File: src/design/gss_pkg.sv
// Shared types and constants for the grid sweep block.
// Used by gss_ctrl, gss_datapath and the top level; no dependencies.
`timescale 1ns / 1ps

package gss_pkg;

  // Grid geometry
  localparam int MAX_DIMS   = 4;
  localparam int VALUE_BITS = 16;
  localparam int SUM_BITS   = VALUE_BITS + 2;
  localparam int DIM_IDX_W  = $clog2(MAX_DIMS);
  localparam int DCNT_W     = 3;

  // Register map
  localparam int CFG_IDX_W  = 3;
  localparam int CFG_DATA_W = 48;
  localparam logic [CFG_IDX_W-1:0] CFG_RANGE0 = 3'd0;
  localparam logic [CFG_IDX_W-1:0] CFG_RANGE1 = 3'd1;
  localparam logic [CFG_IDX_W-1:0] CFG_RANGE2 = 3'd2;
  localparam logic [CFG_IDX_W-1:0] CFG_RANGE3 = 3'd3;
  localparam logic [CFG_IDX_W-1:0] CFG_DIMS   = 3'd4;

  // Range register subfield positions
  localparam int RNG_MIN_LSB  = 0;
  localparam int RNG_MAX_LSB  = 16;
  localparam int RNG_STEP_LSB = 32;
  localparam logic [CFG_DATA_W-1:0] RANGE_RESET = 48'h0001_0000_0000;
  localparam logic [DCNT_W-1:0]     DIMS_RESET  = 3'd1;

  // Stream widths
  localparam int TARGET_W   = 32;
  localparam int OUT_DATA_W = 4 * 16 + TARGET_W;
  localparam int OUT_USER_W = 2;

  // Controller to datapath commands
  typedef struct packed {
    logic capture;  // latch the accepted input item
    logic update;   // restart or compare-and-advance
    logic emit;     // load the output register
  } gss_cmd_t;

  // Datapath to controller status
  typedef struct packed {
    logic out_free; // output register empty or being drained
  } gss_status_t;

endpackage

File: src/design/gss_ctrl.sv
// Sequencer for the grid sweep: accept, update, emit.
// Depends on gss_pkg for the command and status structs.
`timescale 1ns / 1ps

module gss_ctrl
  import gss_pkg::*;
(
  input  logic        clk,
  input  logic        rst,
  input  logic        in_valid,
  output logic        in_ready,
  input  gss_status_t status,
  output gss_cmd_t    cmd
);

  localparam logic [1:0] ST_IDLE = 2'd0;
  localparam logic [1:0] ST_UPD  = 2'd1;
  localparam logic [1:0] ST_EMIT = 2'd2;

  logic [1:0] state;
  logic [1:0] state_next;

  assign in_ready = (state == ST_IDLE);

  // Next state and commands
  always_comb begin
    state_next  = state;
    cmd.capture = 1'b0;
    cmd.update  = 1'b0;
    cmd.emit    = 1'b0;
    unique case (state)
      ST_IDLE: begin
        if (in_valid) begin
          cmd.capture = 1'b1;
          state_next  = ST_UPD;
        end
      end
      ST_UPD: begin
        cmd.update = 1'b1;
        state_next = ST_EMIT;
      end
      ST_EMIT: begin
        if (status.out_free) begin
          cmd.emit   = 1'b1;
          state_next = ST_IDLE;
        end
      end
      default: state_next = ST_IDLE;
    endcase
  end

  always_ff @(posedge clk) begin
    if (rst) begin
      state <= ST_IDLE;
    end else begin
      state <= state_next;
    end
  end

endmodule

File: src/design/gss_datapath.sv
// Sweep datapath: range registers, current and best point, best value,
// odometer advance and the output register. Depends on gss_pkg.
`timescale 1ns / 1ps

module gss_datapath
  import gss_pkg::*;
(
  input  logic                   clk,
  input  logic                   rst,
  input  logic                   cfg_wen,
  input  logic [CFG_IDX_W-1:0]   cfg_index,
  input  logic [CFG_DATA_W-1:0]  cfg_wdata,
  input  logic [TARGET_W-1:0]    in_target,
  input  logic                   in_restart,
  input  gss_cmd_t               cmd,
  output gss_status_t            status,
  output logic                   out_valid,
  input  logic                   out_ready,
  output logic [OUT_DATA_W-1:0]  out_data,
  output logic [OUT_USER_W-1:0]  out_user
);

  typedef logic signed [VALUE_BITS-1:0] val_t;

  // Configuration
  logic [CFG_DATA_W-1:0] range_cfg [MAX_DIMS];
  logic [DCNT_W-1:0]     dims_cfg;

  // Sweep state
  val_t                  cur [MAX_DIMS];
  val_t                  best_pt [MAX_DIMS];
  logic [TARGET_W-1:0]   best_value;
  logic                  best_seen;

  // Latched input item
  logic [TARGET_W-1:0]   target;
  logic                  restart;

  // Derived per-dimension values
  val_t                  dmin [MAX_DIMS];
  val_t                  dmax [MAX_DIMS];
  logic [VALUE_BITS-1:0] dstep [MAX_DIMS];
  logic [MAX_DIMS-1:0]   can_step;
  logic [MAX_DIMS-1:0]   dim_used;
  logic [DCNT_W-1:0]     n_used;
  val_t                  cur_next [MAX_DIMS];
  logic                  carry;
  logic                  take_best;
  logic                  has_next;
  logic [15:0]           res_val [MAX_DIMS];

  // Configuration writes; indices past the map are dropped
  always_ff @(posedge clk) begin
    if (rst) begin
      for (int d = 0; d < MAX_DIMS; d++) range_cfg[d] <= RANGE_RESET;
      dims_cfg <= DIMS_RESET;
    end else if (cfg_wen) begin
      unique case (cfg_index) inside
        CFG_RANGE0, CFG_RANGE1, CFG_RANGE2, CFG_RANGE3:
          range_cfg[cfg_index[DIM_IDX_W-1:0]] <= cfg_wdata;
        CFG_DIMS: dims_cfg <= cfg_wdata[DCNT_W-1:0];
        default: ;
      endcase
    end
  end

  // Used dimension count clamped to 1..MAX_DIMS
  always_comb begin
    n_used = dims_cfg;
    if (dims_cfg == '0) n_used = DCNT_W'(1);
    if (dims_cfg > DCNT_W'(MAX_DIMS)) n_used = DCNT_W'(MAX_DIMS);
  end

  // Subfields and step test, exact in SUM_BITS
  always_comb begin
    for (int d = 0; d < MAX_DIMS; d++) begin
      dmin[d]     = range_cfg[d][RNG_MIN_LSB +: VALUE_BITS];
      dmax[d]     = range_cfg[d][RNG_MAX_LSB +: VALUE_BITS];
      dstep[d]    = range_cfg[d][RNG_STEP_LSB +: VALUE_BITS];
      dim_used[d] = (DCNT_W'(d) < n_used);
      can_step[d] = ($signed(SUM_BITS'(cur[d])) + $signed({2'b00, dstep[d]}))
                    <= $signed(SUM_BITS'(dmax[d]));
    end
  end

  // Odometer advance, dimension 0 least significant
  always_comb begin
    carry = 1'b1;
    for (int d = 0; d < MAX_DIMS; d++) begin
      cur_next[d] = cur[d];
      if (carry && dim_used[d]) begin
        if (can_step[d]) begin
          cur_next[d] = val_t'(cur[d] + dstep[d]);
          carry       = 1'b0;
        end else begin
          cur_next[d] = dmin[d];
        end
      end
    end
  end

  assign take_best = !best_seen || ($signed(target) < $signed(best_value));

  // Input latch
  always_ff @(posedge clk) begin
    if (cmd.capture) begin
      target  <= in_target;
      restart <= in_restart;
    end
  end

  // Sweep state update
  always_ff @(posedge clk) begin
    if (rst) begin
      for (int d = 0; d < MAX_DIMS; d++) begin
        cur[d]     <= '0;
        best_pt[d] <= '0;
      end
      best_value <= '0;
      best_seen  <= 1'b0;
    end else if (cmd.update) begin
      if (restart) begin
        for (int d = 0; d < MAX_DIMS; d++) begin
          cur[d]     <= dmin[d];
          best_pt[d] <= dmin[d];
        end
        best_value <= '0;
        best_seen  <= 1'b0;
      end else begin
        if (take_best) begin
          best_value <= target;
          best_seen  <= 1'b1;
          for (int d = 0; d < MAX_DIMS; d++) best_pt[d] <= cur[d];
        end
        for (int d = 0; d < MAX_DIMS; d++) cur[d] <= cur_next[d];
      end
    end
  end

  // Result fields from the updated state
  assign has_next = |(can_step & dim_used);

  always_comb begin
    for (int d = 0; d < MAX_DIMS; d++) begin
      res_val[d] = '0;
      if (dim_used[d]) res_val[d] = 16'(has_next ? cur[d] : best_pt[d]);
    end
  end

  // Output register
  assign status.out_free = !out_valid || out_ready;

  always_ff @(posedge clk) begin
    if (rst) begin
      out_valid <= 1'b0;
    end else if (cmd.emit) begin
      out_valid <= 1'b1;
    end else if (out_ready) begin
      out_valid <= 1'b0;
    end
  end

  always_ff @(posedge clk) begin
    if (cmd.emit) begin
      out_data <= {best_value, res_val[3], res_val[2], res_val[1], res_val[0]};
      out_user <= {best_seen, has_next};
    end
  end

endmodule

File: src/design/grid_search_sweep_with_argmin_unit.sv
// Top level of the grid sweep with running argmin.
// Instantiates gss_ctrl and gss_datapath; depends on gss_pkg.
`timescale 1ns / 1ps

// Each accepted item passes through the transfer, an update step in which the
// best value is compared and the odometer advances through its carry chain,
// and an emit step that loads the output register. The next item is taken once
// that register is loaded, so the block works on one item at a time; a stalled
// sink holds the sequencer in its emit step. Range and count registers are to be
// written through the cfg port only while no item is in flight; that duty lies
// with the user, as the block has no check for it.

module grid_search_sweep_with_argmin_unit
  import gss_pkg::*;
(
  input  logic                  clk,
  input  logic                  rst,
  // Configuration
  input  logic                  cfg_wen,
  input  logic [CFG_IDX_W-1:0]  cfg_index,
  input  logic [CFG_DATA_W-1:0] cfg_wdata,
  // Input stream
  input  logic                  s_tvalid,
  output logic                  s_tready,
  input  logic [TARGET_W-1:0]   s_tdata,   // [31:0] target_value
  input  logic                  s_tuser,   // [0] restart
  // Result stream
  output logic                  m_tvalid,
  input  logic                  m_tready,
  output logic [OUT_DATA_W-1:0] m_tdata,   // [15:0] value_dim0, [31:16] value_dim1,
                                           // [47:32] value_dim2, [63:48] value_dim3,
                                           // [95:64] best_target
  output logic [OUT_USER_W-1:0] m_tuser    // [0] has_next, [1] best_valid
);

  gss_cmd_t    cmd;
  gss_status_t status;

  gss_ctrl u_ctrl (
    .clk      (clk),
    .rst      (rst),
    .in_valid (s_tvalid),
    .in_ready (s_tready),
    .status   (status),
    .cmd      (cmd)
  );

  gss_datapath u_datapath (
    .clk        (clk),
    .rst        (rst),
    .cfg_wen    (cfg_wen),
    .cfg_index  (cfg_index),
    .cfg_wdata  (cfg_wdata),
    .in_target  (s_tdata),
    .in_restart (s_tuser),
    .cmd        (cmd),
    .status     (status),
    .out_valid  (m_tvalid),
    .out_ready  (m_tready),
    .out_data   (m_tdata),
    .out_user   (m_tuser)
  );

  // One item at a time: no transfer right after a transfer
  a_one_in_flight: assert property (@(posedge clk) disable iff (rst)
    (s_tvalid && s_tready) |=> !s_tready)
    else $error("input taken while an item is in flight");

  // No best recorded means best_target reads zero
  a_best_zero: assert property (@(posedge clk) disable iff (rst)
    (m_tvalid && !m_tuser[1]) |-> (m_tdata[95:64] == '0))
    else $error("best_target nonzero without a recorded best");

  // A fresh result is loaded only from the emit step, never from idle
  a_emit_busy: assert property (@(posedge clk) disable iff (rst)
    $rose(m_tvalid) |-> $past(!s_tready))
    else $error("result loaded while input side idle");

endmodule

File: config.mk
export PLATFORM = sky130hd
export DESIGN_NAME = grid_search_sweep_with_argmin_unit
export DESIGN_NICKNAME = d
export VERILOG_FILES = /design/src/design/gss_pkg.sv /design/src/design/gss_ctrl.sv /design/src/design/gss_datapath.sv /design/src/design/grid_search_sweep_with_argmin_unit.sv
export SDC_FILE = /design/constraint.sdc
export NUM_CORES = 1
export LEC_CHECK = 0
export BUFFER_PORTS_ARGS = -buffer_cell sky130_fd_sc_hd__buf_2
export CORE_ASPECT_RATIO = 1.2
export CORE_MARGIN = 2
export CORE_UTILIZATION = 30
export CTS_CLUSTER_DIAMETER = 80
export DETAILED_ROUTE_END_ITERATION = 10
export PLACE_DENSITY = 0.54
export REMOVE_ABC_BUFFERS = 1
export SYNTH_ARGS = -nofsm -noshare
export SYNTH_HDL_FRONTEND = slang
export SYNTH_SLANG_ARGS = --single-unit
File: constraint.sdc
create_clock -name clk -period 8.79 [get_ports clk]
set_input_delay 2.637 -clock clk [delete_from_list [all_inputs] [get_ports clk]]
set_output_delay 2.637 -clock clk [all_outputs]
set_load 0.02 [all_outputs]
# == Word-level counts from Yosys, hierarchy flattened ==
# Memory sizes are Yosys's and may differ from the RTL's.
# Cells that the tools add are included.
# classes
add_sub_neg,8
order_cmp,10
eq_ne,8
mux,72
n_bitwise,17
reduce_logical,18
# op_table
operator,count
$mux W16,28
$add A16 B17 Y18,4
$le A18 B16 Y1,4
$add A16 B16 Y16,4
$mux W32,2
$mux W48,1
$reduce_or A48 Y1,1
$mux W1,35
$lt A32 B32 Y1,1
$or A1 B1 Y1,16
$reduce_or A4 Y1,2
$eq A3 B2 Y1 const B,2
$logic_not A3 Y1,2
$lt A1 B3 Y1 const A,2
$lt A2 B3 Y1 const A,2
$mux W2,3
$mux W3,2
$pmux W2 S3,1
$reduce_and A2 Y1,3
$and A4 B4 Y4,1
$ne A2 B2 Y1 const B,2
$reduce_bool A2 Y1,2
$eq A3 B1 Y1 const B,1
$eq A3 B3 Y1 const B,1
7 further kinds,11
# word_totals
ff_bits,170
ram_bits,320
input_bits,89
wordCells,149
mem_count,3
# memory_table
name,depth,width,read_ports,rd_clocked_by_memory_dff,write_ports,line,text
u_datapath.range_cfg,4,48,4,0,4,gss_datapath.sv:26,logic [CFG_DATA_W-1:0] range_cfg [MAX_DIMS];
u_datapath.best_pt,4,16,4,0,4,gss_datapath.sv:31,val_t best_pt [MAX_DIMS];
u_datapath.cur,4,16,4,0,4,gss_datapath.sv:30,val_t cur [MAX_DIMS];

# == Logic depth before layout (Yosys ltp) ==
# depth
word_depth,12
depth_mapped,20
depth_no_buf,18

# == By module ==
# From an unflattened synthesis, not the netlist that was laid out.
# unflattened
cells_unflattened,2049
area_unflattened_um2,24422.2
# modules_own_cells
module,instances,cells_each,area_each_um2,seq_area_each_um2
gss_datapath,1,2039,24317.1,14283.7
gss_ctrl,1,10,105.1,40.0

# == Worst setup path after synthesis ==
# No wires, ideal clock.
# synth_path
kind,input to register
from,input m_tready
to,register u_datapath.out_data[0] (enable)
setup_ns,0.567
arrival_time_ns,7.105
setup_slack_ns,1.118
stages,2
n_path_buf,0
cell_sequence,nand2b_1 -> nor2b_1
# synth_lines
element,line,text
start: declaration,grid_search_sweep_with_argmin_unit.sv:29,"input logic m_tready,"
end signal: assignment,gss_datapath.sv:165,"out_data <= {best_value, res_val[3], res_val[2], res_val[1], res_val[0]};"
end: declaration,gss_datapath.sv:19,"output logic [OUT_DATA_W-1:0] out_data,"

==> out/results.ini <==
[final_layout]
area_growth_pct=15.1
drive_gt1_share_pct=14.3
layout.nets=2542
utilization_pct=34.8

[placement]
gp_congestion=0.898
port_buffers=188
dp_hpwl_um=51400
pre_cts_slack_ns=2.67

[cts]
clkTransAtPathRegs_ns=0.06
cts_tree=done
cts_max_level=2
cts.path.max_buffers=3
clock_sinks=490
clk_latency_ns=0.61
cts_hold_buf=0
cts_inserted_buffers=50
root_buffer=clkbuf_16
cts_setup_buffers=0
cts.repair.resized=0

[logic_synthesis]
async_reset_ff_share_pct=0
ys_ff_latch=490
synth_area_leaders=edfxtp_1 (55%), ha_1 (8.7%), mux2i_1 (4.1%)
synth_area_um2=24700
yosys.area.top_type=edfxtp_1
synth.avg_cell_area_um2=11.8
ys_top_cells_by_count=edfxtp_1 (451), nor2_1 (243), inv_1 (191), nand2_1 (187), ha_1 (171)
synth_warnings=0
seq_area_frac_synth_pct=57.9
synth_cell_types=75
synth_flop_cell=edfxtp_1
syn_inst=2099
synth_top_area_share_pct=54.8
synth_edf_count=451
synth.most_common_cell=edfxtp_1

[critical_path]
crit_type=reg2reg
startpoint=u_datapath.cur[2][0]
timing.rr.end=u_datapath.out_data[9]
cp.arrival_ns=6.60
cp.required_ns=9.15
r2r_slack_ns=2.55
crit_path_end_kind=register
worst-path-max-fanout=50
r2r_cells=19
startpoint_type=register
regToRegStartpoint=u_datapath.cur[2][0]
endpoint=u_datapath.out_data[9]

[power_and_ir_drop]
cellLeakagePower_nw=11.4
vdd_ir_drop_max_mv=0.131
p_per_area_nw_per_um2=211
p_total_mw=6.01

[grt]
antenna_found_initial=0
grt_pass1_wl_um=110000
grt_max_degree=56
grt_overflow=0
track_usage_pct=17.3
grt_pass1_vias=17400

[sta]
worst_pin_slew_ns=1.38
fin_crit_sh_pct=71.0
fin_hold_ws_ns=0.458
setup_violations=0
timing.fmax_mhz=160
grt_setup_unrepaired=false
slew_headroom_pct=7.70
skew_ns=0.0248
drv_slew=0
hold_violations=0
postLayoutSetupSlackWorst_ns=2.55
finalCriticalPeriod_ns=6.24

[drt]
dr.pass1.iters=5
drt_iter0_markers=1399
drt-total-wl_um=73700
post_drt_wl_per_cell_um=21.9
drt-vias-per-instance=5.06
ant_nets=0
dr_total_vias=17100
drc=0

[floorplan]
start_util_pct=30.2
ios=189
die_x_um=266
fp.dieArea_um2=84800
num_rows=115
core_um2=81900
dieHeight_um=319

[status]
status=finished, final reports clean

[min_path]
min_path_type=reg2reg

[run]
max_cap_violations=0

==> cell type report <==
type | count | area (um2)
fill | 8048 | 53400
sequential | 490 | 14300
multi-input combinational | 1334 | 9390
tap | 1053 | 1320
clock buffer | 61 | 1310
timing repair buffer | 211 | 1110
inverter | 191 | 717
clock inverter | 30 | 287
antenna | 1 | 2.50
==> worst max-delay path, stage by stage (launching register included) <==
cell and delay (ns):
edfxtp_1 0.38, ha_1 0.22, inv_1 0.07, fa_1 0.41
nor2b_1 0.16, o31a_1 0.19, o211ai_1 0.09, a21o_1 0.20
o211a_1 0.25, or3_1 0.39, o311ai_0 0.40, ha_1 0.33
and4_4 0.17, nand4_1 0.10, a2bb2o_1 0.29, nor3_1 0.51
nor2_1 0.18, a2111oi_4 0.35, buf_4 0.83, mux2_2 0.42
==> routing by layer <==
layer	vias to the layer above	share of wire [%]	GRT usage (%)
li1	7970	-	-
met1	8403	42	21.8
met2	553	47	28.8
met3	144	5.7	2.79
met4	0	5.0	8.26
met5	-	0	0
==> layout by cell type (no fill, tap or decap), drive strengths merged, types with 39 or more instances in the layout <==
| master | instances |
|---|---|
| mux2i | 102 |
| ha | 171 |
| nor2 | 243 |
| a22o | 92 |
| a21oi | 71 |
| o21ai | 56 |
| inv | 192 |
| dfxtp | 39 |
| clkbuf | 61 |
| edfxtp | 451 |
| nand2 | 187 |
| buf | 211 |
==> metrics by stage <==
step	cells	TNS [ns]	area, um2
3_3_place_gp	3279	0	26900
4_1_cts	3370	0	28500
2_1_floorplan	2015	-38.08	24400
5_1_grt	3370	0	28500
6_report	3371	0	28500
3_5_place_dp	3279	0	26900
==> flip-flops by register name (all words and copies together) (netlist names) <==
register and cells:
u_datapath.dims_cfg 3, u_ctrl.state 2, u_datapath.out_user 2, u_datapath.cur 64
u_datapath.restart 1, u_datapath.target 32, u_datapath.out_valid 1, u_datapath.best_pt 64
u_datapath.best_value 32, u_datapath.out_data 96, u_datapath.best_seen 1, u_datapath.range_cfg 192
==> power breakdown <==
part	switching (mW)	internal (mW)	total [mW]
Sequential	0.0768	2.70	2.77
Clock	0.943	1.21	2.15
Combinational	0.662	0.422	1.08
==> worst min-delay path by stage <==
stage / start / end / slack, ns / cells past startpoint
final: u_datapath.best_value[3] / u_datapath.out_data[67] / 0.46 / 0
after global routing: u_datapath.best_value[1] / u_datapath.out_data[65] / 0.48 / 0
after CTS: u_datapath.best_value[3] / u_datapath.out_data[67] / 0.46 / 0
after detailed placement: u_datapath.best_value[21] / u_datapath.out_data[85] / 0.44 / 0
after global placement: u_datapath.best_value[16] / u_datapath.out_data[80] / 0.44 / 0
after floorplan: u_datapath.best_value[1] / u_datapath.out_data[65] / 0.43 / 0
==> cells by family (layout without fill, tap and decap cells) <==
group,count (synthesis),in the layout,share of synthesized area [%]
AO/OA/AOI/OAI,381,381,11.1
XOR/XNOR,41,41,1.45
adder cells (fa/ha/maj),175,175,8.98
buffers and inverters,275,493,4.42
flip-flops,490,490,57.9
multiplexers,119,119,4.92
other,0,1,0
AND/OR/NAND/NOR,618,618,11.2
(Power assumes the default switching activity.)
